## src/hdl/tpe_pkg.sv

```systemverilog
// Shared constants, codes and controller/datapath handshake types for the parameter expander.
package tpe_pkg;

	localparam int NUM_PARAMS = 9;
	localparam int OUT_LIMIT  = 255;
	localparam int SEL_W      = $clog2(NUM_PARAMS);
	localparam int CNT_W      = 8;
	localparam int MAG_W      = 32;
	localparam int DEC_DIGITS = 10;
	localparam int BCD_W      = 4 * DEC_DIGITS;
	localparam int CONV_STEPS = MAG_W;
	localparam int STEP_W     = $clog2(CONV_STEPS);
	localparam int DIG_W      = $clog2(DEC_DIGITS);

	localparam logic [7:0] CH_NUL   = 8'h00;
	localparam logic [7:0] CH_D     = 8'h64;
	localparam logic [7:0] CH_C     = 8'h63;
	localparam logic [7:0] CH_I     = 8'h69;
	localparam logic [7:0] CH_P     = 8'h70;
	localparam logic [7:0] CH_ONE   = 8'h31;
	localparam logic [7:0] CH_NINE  = 8'h39;
	localparam logic [7:0] CH_PCT   = 8'h25;
	localparam logic [7:0] CH_MINUS = 8'h2d;
	localparam logic [7:0] CH_ZERO  = 8'h30;

	localparam logic [1:0] MODE_NORMAL  = 2'd0;
	localparam logic [1:0] MODE_PERCENT = 2'd1;
	localparam logic [1:0] MODE_SELECT  = 2'd2;

	localparam logic [2:0] ACT_NONE     = 3'd0;
	localparam logic [2:0] ACT_CHAR     = 3'd1;
	localparam logic [2:0] ACT_PCT      = 3'd2;
	localparam logic [2:0] ACT_PCT_CHAR = 3'd3;
	localparam logic [2:0] ACT_LOW      = 3'd4;
	localparam logic [2:0] ACT_DEC      = 3'd5;

	localparam logic [2:0] SRC_CHAR  = 3'd0;
	localparam logic [2:0] SRC_PCT   = 3'd1;
	localparam logic [2:0] SRC_LOW   = 3'd2;
	localparam logic [2:0] SRC_MINUS = 3'd3;
	localparam logic [2:0] SRC_DIGIT = 3'd4;
	localparam logic [2:0] SRC_TERM  = 3'd5;

	typedef struct packed {
		logic       capture;
		logic       decode;
		logic       emit;
		logic [2:0] emit_src;
		logic       emit_final;
		logic       conv_step;
		logic       digit_next;
		logic       restart;
	} cmd_t;

	typedef struct packed {
		logic       in_op;
		logic [2:0] action;
		logic       neg;
		logic       conv_last;
		logic       digit_skip;
		logic       digit_final;
		logic       out_busy;
		logic       eot;
	} status_t;

endpackage

```

## src/hdl/tpe_if.sv

```systemverilog
// Valid/ready channel interfaces for format items and expanded result characters.
interface tpe_item_if import tpe_pkg::*; ();
	logic               valid;
	logic               ready;
	logic               op;
	logic [3:0]         param_index;
	logic signed [31:0] param_value;
	logic [7:0]         format_char;
	logic               end_of_text;

	modport source (output valid, op, param_index, param_value, format_char, end_of_text,
		input ready);
	modport sink (input valid, op, param_index, param_value, format_char, end_of_text,
		output ready);
endinterface

interface tpe_result_if import tpe_pkg::*; ();
	logic       valid;
	logic       ready;
	logic [7:0] out_char;
	logic       is_terminator;
	logic       last;

	modport source (output valid, out_char, is_terminator, last, input ready);
	modport sink (input valid, out_char, is_terminator, last, output ready);
endinterface

```

## src/hdl/tpe_datapath.sv

```systemverilog
// Datapath: parameter store, escape state, binary to decimal converter and output register.
module tpe_datapath import tpe_pkg::*; (
	input  logic               clk,
	input  logic               arst_n,
	input  cmd_t               cmd,
	output status_t            status,
	input  logic               op,
	input  logic [3:0]         param_index,
	input  logic signed [31:0] param_value,
	input  logic [7:0]         format_char,
	input  logic               end_of_text,
	output logic               out_valid,
	input  logic               out_ready,
	output logic [7:0]         out_char,
	output logic               is_terminator,
	output logic               last
);

	logic [MAG_W-1:0] param_q [NUM_PARAMS];
	logic [1:0]       mode_q;
	logic [SEL_W-1:0] sel_q;
	logic [CNT_W-1:0] count_q;
	logic [7:0]       char_q;
	logic             eot_q;
	logic [MAG_W-1:0] bin_q;
	logic [BCD_W-1:0] bcd_q;
	logic             neg_q;
	logic [STEP_W-1:0] step_q;
	logic [DIG_W-1:0] dig_q;
	logic             started_q;
	logic             out_valid_q;
	logic [7:0]       out_char_q;
	logic             out_term_q;
	logic             out_last_q;

	logic [2:0]       act;
	logic [2:0]       n_act;
	logic [1:0]       mode_nx;
	logic [1:0]       n_mode;
	logic             sel_wr;
	logic             do_inc;
	logic             limit;
	logic [3:0]       digit_k;
	logic [MAG_W-1:0] sel_val;
	logic [MAG_W-1:0] mag;
	logic [BCD_W-1:0] bcd_adj;
	logic [3:0]       top_digit;
	logic             is_term;
	logic             emit_ok;
	logic [7:0]       emit_char;
	logic             emit_last;
	logic             digit_final;
	logic             digit_skip;
	logic             load_item;

	assign limit     = count_q >= CNT_W'(OUT_LIMIT);
	assign digit_k   = char_q[3:0] - 4'd1;
	assign sel_val   = param_q[sel_q];
	assign mag       = sel_val[MAG_W-1] ? (MAG_W'(0) - sel_val) : sel_val;
	assign top_digit = bcd_q[BCD_W-1 -: 4];
	assign load_item = cmd.capture && !op;

	always_comb begin
		n_act   = (char_q == CH_PCT || char_q == CH_NUL) ? ACT_NONE : ACT_CHAR;
		n_mode  = (char_q == CH_PCT) ? MODE_PERCENT : MODE_NORMAL;
		act     = ACT_NONE;
		mode_nx = MODE_NORMAL;
		sel_wr  = 1'b0;
		do_inc  = 1'b0;
		case (mode_q)
			MODE_SELECT: begin
				if (char_q inside {[CH_ONE:CH_NINE]}) begin
					sel_wr = digit_k < 4'(NUM_PARAMS);
				end else begin
					act     = n_act;
					mode_nx = n_mode;
				end
			end
			MODE_PERCENT: begin
				case (char_q)
					CH_D:    act = ACT_DEC;
					CH_C:    act = ACT_LOW;
					CH_I:    do_inc = 1'b1;
					CH_P:    mode_nx = MODE_SELECT;
					CH_PCT:  act = ACT_PCT;
					CH_NUL:  act = ACT_NONE;
					default: act = ACT_PCT_CHAR;
				endcase
			end
			default: begin
				act     = n_act;
				mode_nx = n_mode;
			end
		endcase
		if (limit) begin
			act = ACT_NONE;
		end
	end

	always_comb begin
		for (int i = 0; i < DEC_DIGITS; i++) begin
			bcd_adj[4*i +: 4] = (bcd_q[4*i +: 4] >= 4'd5) ? bcd_q[4*i +: 4] + 4'd3
				: bcd_q[4*i +: 4];
		end
	end

	assign digit_final = dig_q == DIG_W'(DEC_DIGITS - 1);
	assign digit_skip  = !started_q && top_digit == 4'd0 && !digit_final;

	always_comb begin
		case (cmd.emit_src)
			SRC_CHAR:  emit_char = char_q;
			SRC_PCT:   emit_char = CH_PCT;
			SRC_LOW:   emit_char = sel_val[7:0];
			SRC_MINUS: emit_char = CH_MINUS;
			SRC_DIGIT: emit_char = CH_ZERO | {4'd0, top_digit};
			default:   emit_char = CH_NUL;
		endcase
	end

	assign is_term   = cmd.emit_src == SRC_TERM;
	assign emit_ok   = cmd.emit && (is_term || !limit);
	assign emit_last = is_term
		|| (!eot_q && (cmd.emit_final || count_q == CNT_W'(OUT_LIMIT - 1)));

	always_ff @(posedge clk or negedge arst_n) begin
		if (!arst_n) begin
			for (int i = 0; i < NUM_PARAMS; i++) begin
				param_q[i] <= '0;
			end
		end else begin
			if (load_item && param_index < 4'(NUM_PARAMS)) begin
				param_q[param_index[SEL_W-1:0]] <= param_value;
			end else if (cmd.decode && !limit && do_inc) begin
				param_q[0] <= param_q[0] + MAG_W'(1);
				param_q[1] <= param_q[1] + MAG_W'(1);
			end
		end
	end

	always_ff @(posedge clk or negedge arst_n) begin
		if (!arst_n) begin
			mode_q  <= MODE_NORMAL;
			sel_q   <= '0;
			count_q <= '0;
		end else if (load_item || cmd.restart) begin
			mode_q  <= MODE_NORMAL;
			sel_q   <= '0;
			count_q <= '0;
		end else begin
			if (cmd.decode && !limit) begin
				mode_q <= mode_nx;
				if (sel_wr) begin
					sel_q <= digit_k[SEL_W-1:0];
				end
			end
			if (emit_ok && !is_term) begin
				count_q <= count_q + CNT_W'(1);
			end
		end
	end

	always_ff @(posedge clk or negedge arst_n) begin
		if (!arst_n) begin
			out_valid_q <= 1'b0;
		end else if (emit_ok) begin
			out_valid_q <= 1'b1;
		end else if (out_ready) begin
			out_valid_q <= 1'b0;
		end
	end

	always_ff @(posedge clk) begin
		if (emit_ok) begin
			out_char_q <= emit_char;
			out_term_q <= is_term;
			out_last_q <= emit_last;
		end
		if (cmd.capture) begin
			char_q <= format_char;
			eot_q  <= end_of_text;
		end
		if (cmd.decode && act == ACT_DEC) begin
			bin_q     <= mag;
			neg_q     <= sel_val[MAG_W-1];
			bcd_q     <= '0;
			step_q    <= '0;
			dig_q     <= '0;
			started_q <= 1'b0;
		end else if (cmd.conv_step) begin
			bcd_q  <= {bcd_adj[BCD_W-2:0], bin_q[MAG_W-1]};
			bin_q  <= {bin_q[MAG_W-2:0], 1'b0};
			step_q <= step_q + STEP_W'(1);
		end else if (cmd.digit_next) begin
			bcd_q <= {bcd_q[BCD_W-5:0], 4'd0};
			dig_q <= dig_q + DIG_W'(1);
			if (!digit_skip) begin
				started_q <= 1'b1;
			end
		end
	end

	assign status.in_op       = op;
	assign status.action      = act;
	assign status.neg         = neg_q;
	assign status.conv_last   = step_q == STEP_W'(CONV_STEPS - 1);
	assign status.digit_skip  = digit_skip;
	assign status.digit_final = digit_final;
	assign status.out_busy    = out_valid_q && !out_ready;
	assign status.eot         = eot_q;

	assign out_valid     = out_valid_q;
	assign out_char      = out_char_q;
	assign is_terminator = out_term_q;
	assign last          = out_last_q;

endmodule

```

## src/hdl/tpe_controller.sv

```systemverilog
// Controller state machine that sequences each format item through the datapath.
module tpe_controller import tpe_pkg::*; (
	input  logic    clk,
	input  logic    arst_n,
	input  logic    in_valid,
	output logic    in_ready,
	output cmd_t    cmd,
	input  status_t status
);

	localparam logic [3:0] S_IDLE   = 4'd0;
	localparam logic [3:0] S_DECODE = 4'd1;
	localparam logic [3:0] S_PCT1   = 4'd2;
	localparam logic [3:0] S_PCT    = 4'd3;
	localparam logic [3:0] S_CHAR   = 4'd4;
	localparam logic [3:0] S_LOW    = 4'd5;
	localparam logic [3:0] S_CONV   = 4'd6;
	localparam logic [3:0] S_MINUS  = 4'd7;
	localparam logic [3:0] S_DIGIT  = 4'd8;
	localparam logic [3:0] S_TERM   = 4'd9;

	logic [3:0] state_q;
	logic [3:0] state_nx;
	logic [3:0] done_nx;

	assign done_nx = status.eot ? S_TERM : S_IDLE;

	always_comb begin
		cmd      = '0;
		state_nx = state_q;
		in_ready = 1'b0;
		case (state_q)
			S_IDLE: begin
				in_ready = 1'b1;
				if (in_valid) begin
					cmd.capture = 1'b1;
					if (status.in_op) begin
						state_nx = S_DECODE;
					end
				end
			end
			S_DECODE: begin
				cmd.decode = 1'b1;
				case (status.action)
					ACT_CHAR:     state_nx = S_CHAR;
					ACT_PCT:      state_nx = S_PCT;
					ACT_PCT_CHAR: state_nx = S_PCT1;
					ACT_LOW:      state_nx = S_LOW;
					ACT_DEC:      state_nx = S_CONV;
					default:      state_nx = done_nx;
				endcase
			end
			S_PCT1: begin
				if (!status.out_busy) begin
					cmd.emit     = 1'b1;
					cmd.emit_src = SRC_PCT;
					state_nx     = S_CHAR;
				end
			end
			S_PCT: begin
				if (!status.out_busy) begin
					cmd.emit       = 1'b1;
					cmd.emit_src   = SRC_PCT;
					cmd.emit_final = 1'b1;
					state_nx       = done_nx;
				end
			end
			S_CHAR: begin
				if (!status.out_busy) begin
					cmd.emit       = 1'b1;
					cmd.emit_src   = SRC_CHAR;
					cmd.emit_final = 1'b1;
					state_nx       = done_nx;
				end
			end
			S_LOW: begin
				if (!status.out_busy) begin
					cmd.emit       = 1'b1;
					cmd.emit_src   = SRC_LOW;
					cmd.emit_final = 1'b1;
					state_nx       = done_nx;
				end
			end
			S_CONV: begin
				cmd.conv_step = 1'b1;
				if (status.conv_last) begin
					state_nx = status.neg ? S_MINUS : S_DIGIT;
				end
			end
			S_MINUS: begin
				if (!status.out_busy) begin
					cmd.emit     = 1'b1;
					cmd.emit_src = SRC_MINUS;
					state_nx     = S_DIGIT;
				end
			end
			S_DIGIT: begin
				if (status.digit_skip) begin
					cmd.digit_next = 1'b1;
				end else if (!status.out_busy) begin
					cmd.emit       = 1'b1;
					cmd.emit_src   = SRC_DIGIT;
					cmd.emit_final = status.digit_final;
					cmd.digit_next = 1'b1;
					if (status.digit_final) begin
						state_nx = done_nx;
					end
				end
			end
			S_TERM: begin
				if (!status.out_busy) begin
					cmd.emit     = 1'b1;
					cmd.emit_src = SRC_TERM;
					cmd.restart  = 1'b1;
					state_nx     = S_IDLE;
				end
			end
			default: state_nx = S_IDLE;
		endcase
	end

	always_ff @(posedge clk or negedge arst_n) begin
		if (!arst_n) begin
			state_q <= S_IDLE;
		end else begin
			state_q <= state_nx;
		end
	end

endmodule

```

## src/hdl/terminfo_param_expander_core.sv

```systemverilog
// Top level of the terminfo parameter expander: controller and datapath.
//
//   Channel      Modport   Transaction
//   item_in      sink      parameter load or one format character
//   result_out   source    one expanded character, or the closing zero byte
//
// A load is captured in idle; a format character is captured, decoded, then emits each of its bytes.
// Percent-d runs a 32-bit shift-and-add-three converter, then scans ten digit positions,
// one per cycle unless result_out stalls a digit; a closing zero byte follows when end_of_text is set.
// Every emitted byte waits in the output register while result_out is stalled; the next
// item is accepted as soon as the last byte of the current one has been loaded there.
// Reset clears the parameters and the escape state at once.
module terminfo_param_expander_core import tpe_pkg::*; (
	input logic        clk,
	input logic        arst_n,
	tpe_item_if.sink   item_in,
	tpe_result_if.source result_out
);

	cmd_t    cmd;
	status_t status;

	tpe_controller u_controller (
		.clk      (clk),
		.arst_n   (arst_n),
		.in_valid (item_in.valid),
		.in_ready (item_in.ready),
		.cmd      (cmd),
		.status   (status)
	);

	tpe_datapath u_datapath (
		.clk           (clk),
		.arst_n        (arst_n),
		.cmd           (cmd),
		.status        (status),
		.op            (item_in.op),
		.param_index   (item_in.param_index),
		.param_value   (item_in.param_value),
		.format_char   (item_in.format_char),
		.end_of_text   (item_in.end_of_text),
		.out_valid     (result_out.valid),
		.out_ready     (result_out.ready),
		.out_char      (result_out.out_char),
		.is_terminator (result_out.is_terminator),
		.last          (result_out.last)
	);

endmodule

```

## src/flat_wrapper.sv

```systemverilog
// flat-port wrapper written by rule: the top's interface ports become plain ports
module terminfo_param_expander_core_flat import tpe_pkg::*;
  (clk, arst_n, item_in_valid, item_in_op, item_in_param_index, item_in_param_value, item_in_format_char, item_in_end_of_text, item_in_ready, result_out_valid, result_out_out_char, result_out_is_terminator, result_out_last, result_out_ready);
  tpe_item_if item_in_i ();
  tpe_result_if result_out_i ();
  input logic clk;
  input logic arst_n;
  input wire logic [$bits(item_in_i.valid)-1:0] item_in_valid;
  input wire logic [$bits(item_in_i.op)-1:0] item_in_op;
  input wire logic [$bits(item_in_i.param_index)-1:0] item_in_param_index;
  input wire logic [$bits(item_in_i.param_value)-1:0] item_in_param_value;
  input wire logic [$bits(item_in_i.format_char)-1:0] item_in_format_char;
  input wire logic [$bits(item_in_i.end_of_text)-1:0] item_in_end_of_text;
  output wire logic [$bits(item_in_i.ready)-1:0] item_in_ready;
  output wire logic [$bits(result_out_i.valid)-1:0] result_out_valid;
  output wire logic [$bits(result_out_i.out_char)-1:0] result_out_out_char;
  output wire logic [$bits(result_out_i.is_terminator)-1:0] result_out_is_terminator;
  output wire logic [$bits(result_out_i.last)-1:0] result_out_last;
  input wire logic [$bits(result_out_i.ready)-1:0] result_out_ready;
  assign item_in_i.valid = item_in_valid;
  assign item_in_i.op = item_in_op;
  assign item_in_i.param_index = item_in_param_index;
  assign item_in_i.param_value = item_in_param_value;
  assign item_in_i.format_char = item_in_format_char;
  assign item_in_i.end_of_text = item_in_end_of_text;
  assign item_in_ready = item_in_i.ready;
  assign result_out_valid = result_out_i.valid;
  assign result_out_out_char = result_out_i.out_char;
  assign result_out_is_terminator = result_out_i.is_terminator;
  assign result_out_last = result_out_i.last;
  assign result_out_i.ready = result_out_ready;
  terminfo_param_expander_core u_core (.clk(clk), .arst_n(arst_n), .item_in(item_in_i), .result_out(result_out_i));
endmodule
```

## config.mk

```make
export PLATFORM = sky130hd
export DESIGN_NAME = terminfo_param_expander_core_flat
export DESIGN_NICKNAME = d
export VERILOG_FILES = /design/src/hdl/tpe_pkg.sv /design/src/hdl/tpe_if.sv /design/src/hdl/tpe_datapath.sv /design/src/hdl/tpe_controller.sv /design/src/hdl/terminfo_param_expander_core.sv /design/src/flat_wrapper.sv
export SDC_FILE = /design/constraint.sdc
export NUM_CORES = 1
export LEC_CHECK = 0
export BUFFER_PORTS_ARGS = -buffer_cell sky130_fd_sc_hd__clkbuf_2
export CAP_MARGIN = 30
export CORE_MARGIN = 4
export CORE_UTILIZATION = 65
export CTS_BUF_LIST = sky130_fd_sc_hd__clkbuf_4 sky130_fd_sc_hd__clkbuf_8
export CTS_CLUSTER_SIZE = 20
export DETAILED_ROUTE_END_ITERATION = 7
export HOLD_SLACK_MARGIN = 0.03
export PLACE_DENSITY = 0.81
export SLEW_MARGIN = 20
export SYNTH_ARGS = -nofsm -noshare
export SYNTH_HDL_FRONTEND = slang
export SYNTH_HIERARCHICAL = 1
export SYNTH_SLANG_ARGS = --single-unit
```

## constraint.sdc

```tcl
create_clock -name clk -period 6.35 [get_ports clk]
set_clock_uncertainty 0.05 [all_clocks]
set_input_delay 0.635 -clock clk [delete_from_list [all_inputs] [get_ports clk]]
set_output_delay 0.635 -clock clk [all_outputs]
set_load 0.03 [all_outputs]
```

==> run metrics <==
outcome=complete, no violations; Clock Latency Late Sink=0.62 ns; post-CTS resize count=0; worst-margin pin slew=1.02 ns; mean area per synthesized cell=10.8 um^2; worst vdd ir=0.000242 V; Worst Hold Depth=1; highest routed layer=met4; Mapped Cells=2038; crit path max fanout=40; final setup violation count=0; initial antenna violation count=1; Routed WL=56.6 mm; crit-path max cell delay=0.60 ns; PwrDens=359 nW/um^2; post-synth top area cell=dfrtp_1; asr flop ratio synth=75.1%; mean number of vias per cell=6.65; largest net degree at the start of global routing=162; Top Ports=62; main flop type after synthesis=dfrtp_1; number of enable flip-flop cells after synthesis=52; Period minus WS final=4.62 ns; CTS clk-pin slew, worst paths=0.06 ns; Pins Over Slew Limit=0; Initial DRC Count=1781; Routed Antenna Nets=0; CTS Buf Count=68; die area=37000 um^2; WP data arrival=4.94 ns; Clk Tree Root Cell=clkbuf_8; vias=17100; Synth-to-Final Area Change=9.99%; total track usage=30.9%; met2 WL post-DR=27.5 mm; CP endpoint kind=register; post-CTS setup buffers=0; 1st-pass router iterations=6; die span in x=192 um; Syn. warnings=6; htree depth=3; startpoint types=register; final layout net count=2158; global-route wire length before repair=91.0 mm; # rows=67; GR Overflow Total=0; critical path's slowest cell=nor3_1; Total Power=8.73 mW; Critical Path RT=6.67 ns; Residual DRC=0; Final Hold Fails=0; leak pwr=10.3 nW; Max Cap Viol=0; mapped cell area=22100 um^2; HPWL Detailed=36.5 mm; Util after Layout=72.5%; #FFs+latches synth=409; syn_nets=2124; hold slack=0.148 ns; critical path cell sequence=buf_4, and2_1, buf_4, a221o_1, a2bb2oi_1, ha_1, inv_1, a221oi_1, nand2_1, nor3_1, a2111oi_0, a211o_1; Core ar.=33500 um^2; RSZ-0062 raised after global routing=no; Period Utilization, post-route=72.8%; routability cong.=0.908; Hold Path Class=in2reg; clock sink total=409; vias in the first global route=17200; die height=192 um; dpl ws=1.87 ns; Sum Neg Setup Slack=0 ns; fin worst setup slack=1.73 ns; Netlist cell types=86; Metal-1 WL=23.0 mm; top-area cell type share of the netlist area=34.8%; share of layout cells above drive strength 1=24.5%; Port Buf Inserts=61; headroom to the max-slew limit=31.2%; TritonCTS clock tree=done; Max Freq=216 MHz; critical path class=reg2reg; CP most frequent cell=buf_4; routed wl met3=4.01 mm; sequential share of the synthesized area=46.4%; Routed WL per cell=22.0 um; leading post-synthesis cells by cell area=dfrtp_1 35%, mux2_2 12%, edfxtp_1 7.1%; Worst Reg2Reg Path Length in Cells=12; Max Buffers Root-to-Sink=3; Initial Util=65.9%
==> metrics by stage <==
stage               instance area (um^2)  std cells
detailed placement                 22700       2442
global route                       24300       2570
global placement                   22700       2440
CTS                                24200       2563
floorplan                          22100       2038
finish                             24300       2571
==> sequential cells by signal, indices dropped and copies added (netlist names), 2 cells and up <==
name,count
u_core/u_datapath/step_q,5
u_core/u_datapath/param_q,288
u_core/u_controller/state_q,4
u_core/u_datapath/out_char,8
u_core/u_datapath/bcd_q,40
u_core/u_datapath/mode_q,2
u_core/u_datapath/count_q,8
u_core/u_datapath/dig_q,4
u_core/u_datapath/sel_q,4
u_core/u_datapath/char_q,8
u_core/u_datapath/bin_q,32
==> cells in the mapped netlist (all sizes together), types with 9 or more instances <==
library cell	number
dfrtp	307
mux2	230
nand2	151
o21ai	116
nor2	113
clkbuf	88
a211oi	77
a21oi	75
mux2i	65
edfxtp	52
nand3	52
dfxtp	50
buf	49
inv	45
ha	36
mux4	35
and3	34
a221o	33
nor2b	31
xor2	31
nor3	30
nor3b	30
xnor2	29
nand4	24
nand2b	21
nor4	19
and2	15
o311ai	14
a221oi	13
or2	13
a22oi	12
or3	12
a31oi	10
o211ai	10
o31ai	10
a2bb2oi	9
==> path summary, 6_finish.rpt <==
check | startpoint | end | slack, ns
setup / recovery | u_core/u_datapath/sel_q[1] | u_core/u_datapath/bin_q[22] | 1.73
hold / removal | item_in_format_char[6] | u_core/u_datapath/char_q[6] | 0.15
setup reg to reg | u_core/u_datapath/sel_q[1] | u_core/u_datapath/bin_q[22] | 1.73
hold reg to reg | u_core/u_datapath/started_q | u_core/u_datapath/started_q | 0.45
max in group asynchronous | arst_n | u_core/u_datapath/param_q[111] | 4.32
min in group asynchronous | arst_n | u_core/u_controller/state_q[3] | 0.58
==> repair_timing <==
action                                  in CTS  in global routing
hold buffers                                 1                  0
hold endpoints to repair                    79                  0
endpoints found under the setup margin       0                  0
==> layer usage <==
layer | track usage (%) | vias up
li1 | - | 7699
met1 | 40.0 | 8499
met2 | 51.2 | 724
met3 | 6.02 | 165
met4 | 12.8 | 0
met5 | 0 | -
==> worst max-delay path, delay by kind of cell (launching register included) <==
family,cells,cell delay [ns]
AO/OA/AOI/OAI,5,1.56
AND/OR/NAND/NOR,3,1.12
buffers and inverters,3,0.99
flip-flops,1,0.37
adder cells (fa/ha/maj),1,0.28
==> logic make-up after synthesis <==
group / after synthesis / share of synthesized area [%]
fa+ha+maj: 36 / 2.04
flops: 409 / 46.4
xor+xnor: 60 / 2.38
compound gates: 428 / 13.2
simple gates: 593 / 14.2
mux: 330 / 18.3
buf+inv: 182 / 3.61
==> power breakdown <==
group          leakage [nW]  switching (mW)  internal, mW
clock                 0.806            1.07          1.49
combinational          4.50            1.26          1.04
sequential             5.04           0.563          3.30
total                  10.3            2.89          5.83
==> final cells by class <==
type	count	area, um^2
antenna	1	2.50
clock buffer	110	1410
clock inverter	10	111
fill	2324	9230
inverter	45	169
multi-input combinational	1447	11100
sequential	409	10200
tap	448	561
timing repair buffer	101	676
==> cell usage in the layout, fill, tap and decap left out, types with 10 or more instances in the layout <==
| cell type | Yosys | layout |
|---|---|---|
| o21ai_0 | 109 | 109 |
| nand2_1 | 151 | 151 |
| xnor2_1 | 29 | 29 |
| buf_4 | 9 | 32 |
| a22oi_1 | 11 | 11 |
| and3_1 | 34 | 32 |
| a221oi_1 | 13 | 13 |
| dfrtp_1 | 307 | 305 |
| a21oi_1 | 75 | 75 |
| edfxtp_1 | 52 | 52 |
| mux4_2 | 35 | 35 |
| clkbuf_4 | 0 | 16 |
| clkbuf_8 | 1 | 94 |
| nor4_1 | 19 | 19 |
| nand4_1 | 24 | 24 |
| nor3_1 | 30 | 28 |
| nand3_1 | 52 | 52 |
| a221o_1 | 33 | 33 |
| and2_1 | 11 | 11 |
| o311ai_0 | 14 | 14 |
| o211ai_1 | 10 | 10 |
| inv_1 | 45 | 45 |
| xor2_1 | 31 | 31 |
| a211oi_1 | 77 | 77 |
| mux2i_1 | 65 | 65 |
| mux2_2 | 228 | 228 |
| dfxtp_1 | 50 | 50 |
| nor3b_1 | 30 | 30 |
| ha_1 | 36 | 36 |
| nor2b_1 | 31 | 30 |
| or3_1 | 10 | 10 |
| nor2_1 | 113 | 112 |
| clkbuf_2 | 0 | 62 |
| nand2b_1 | 21 | 21 |
(Power assumes the default switching activity.)
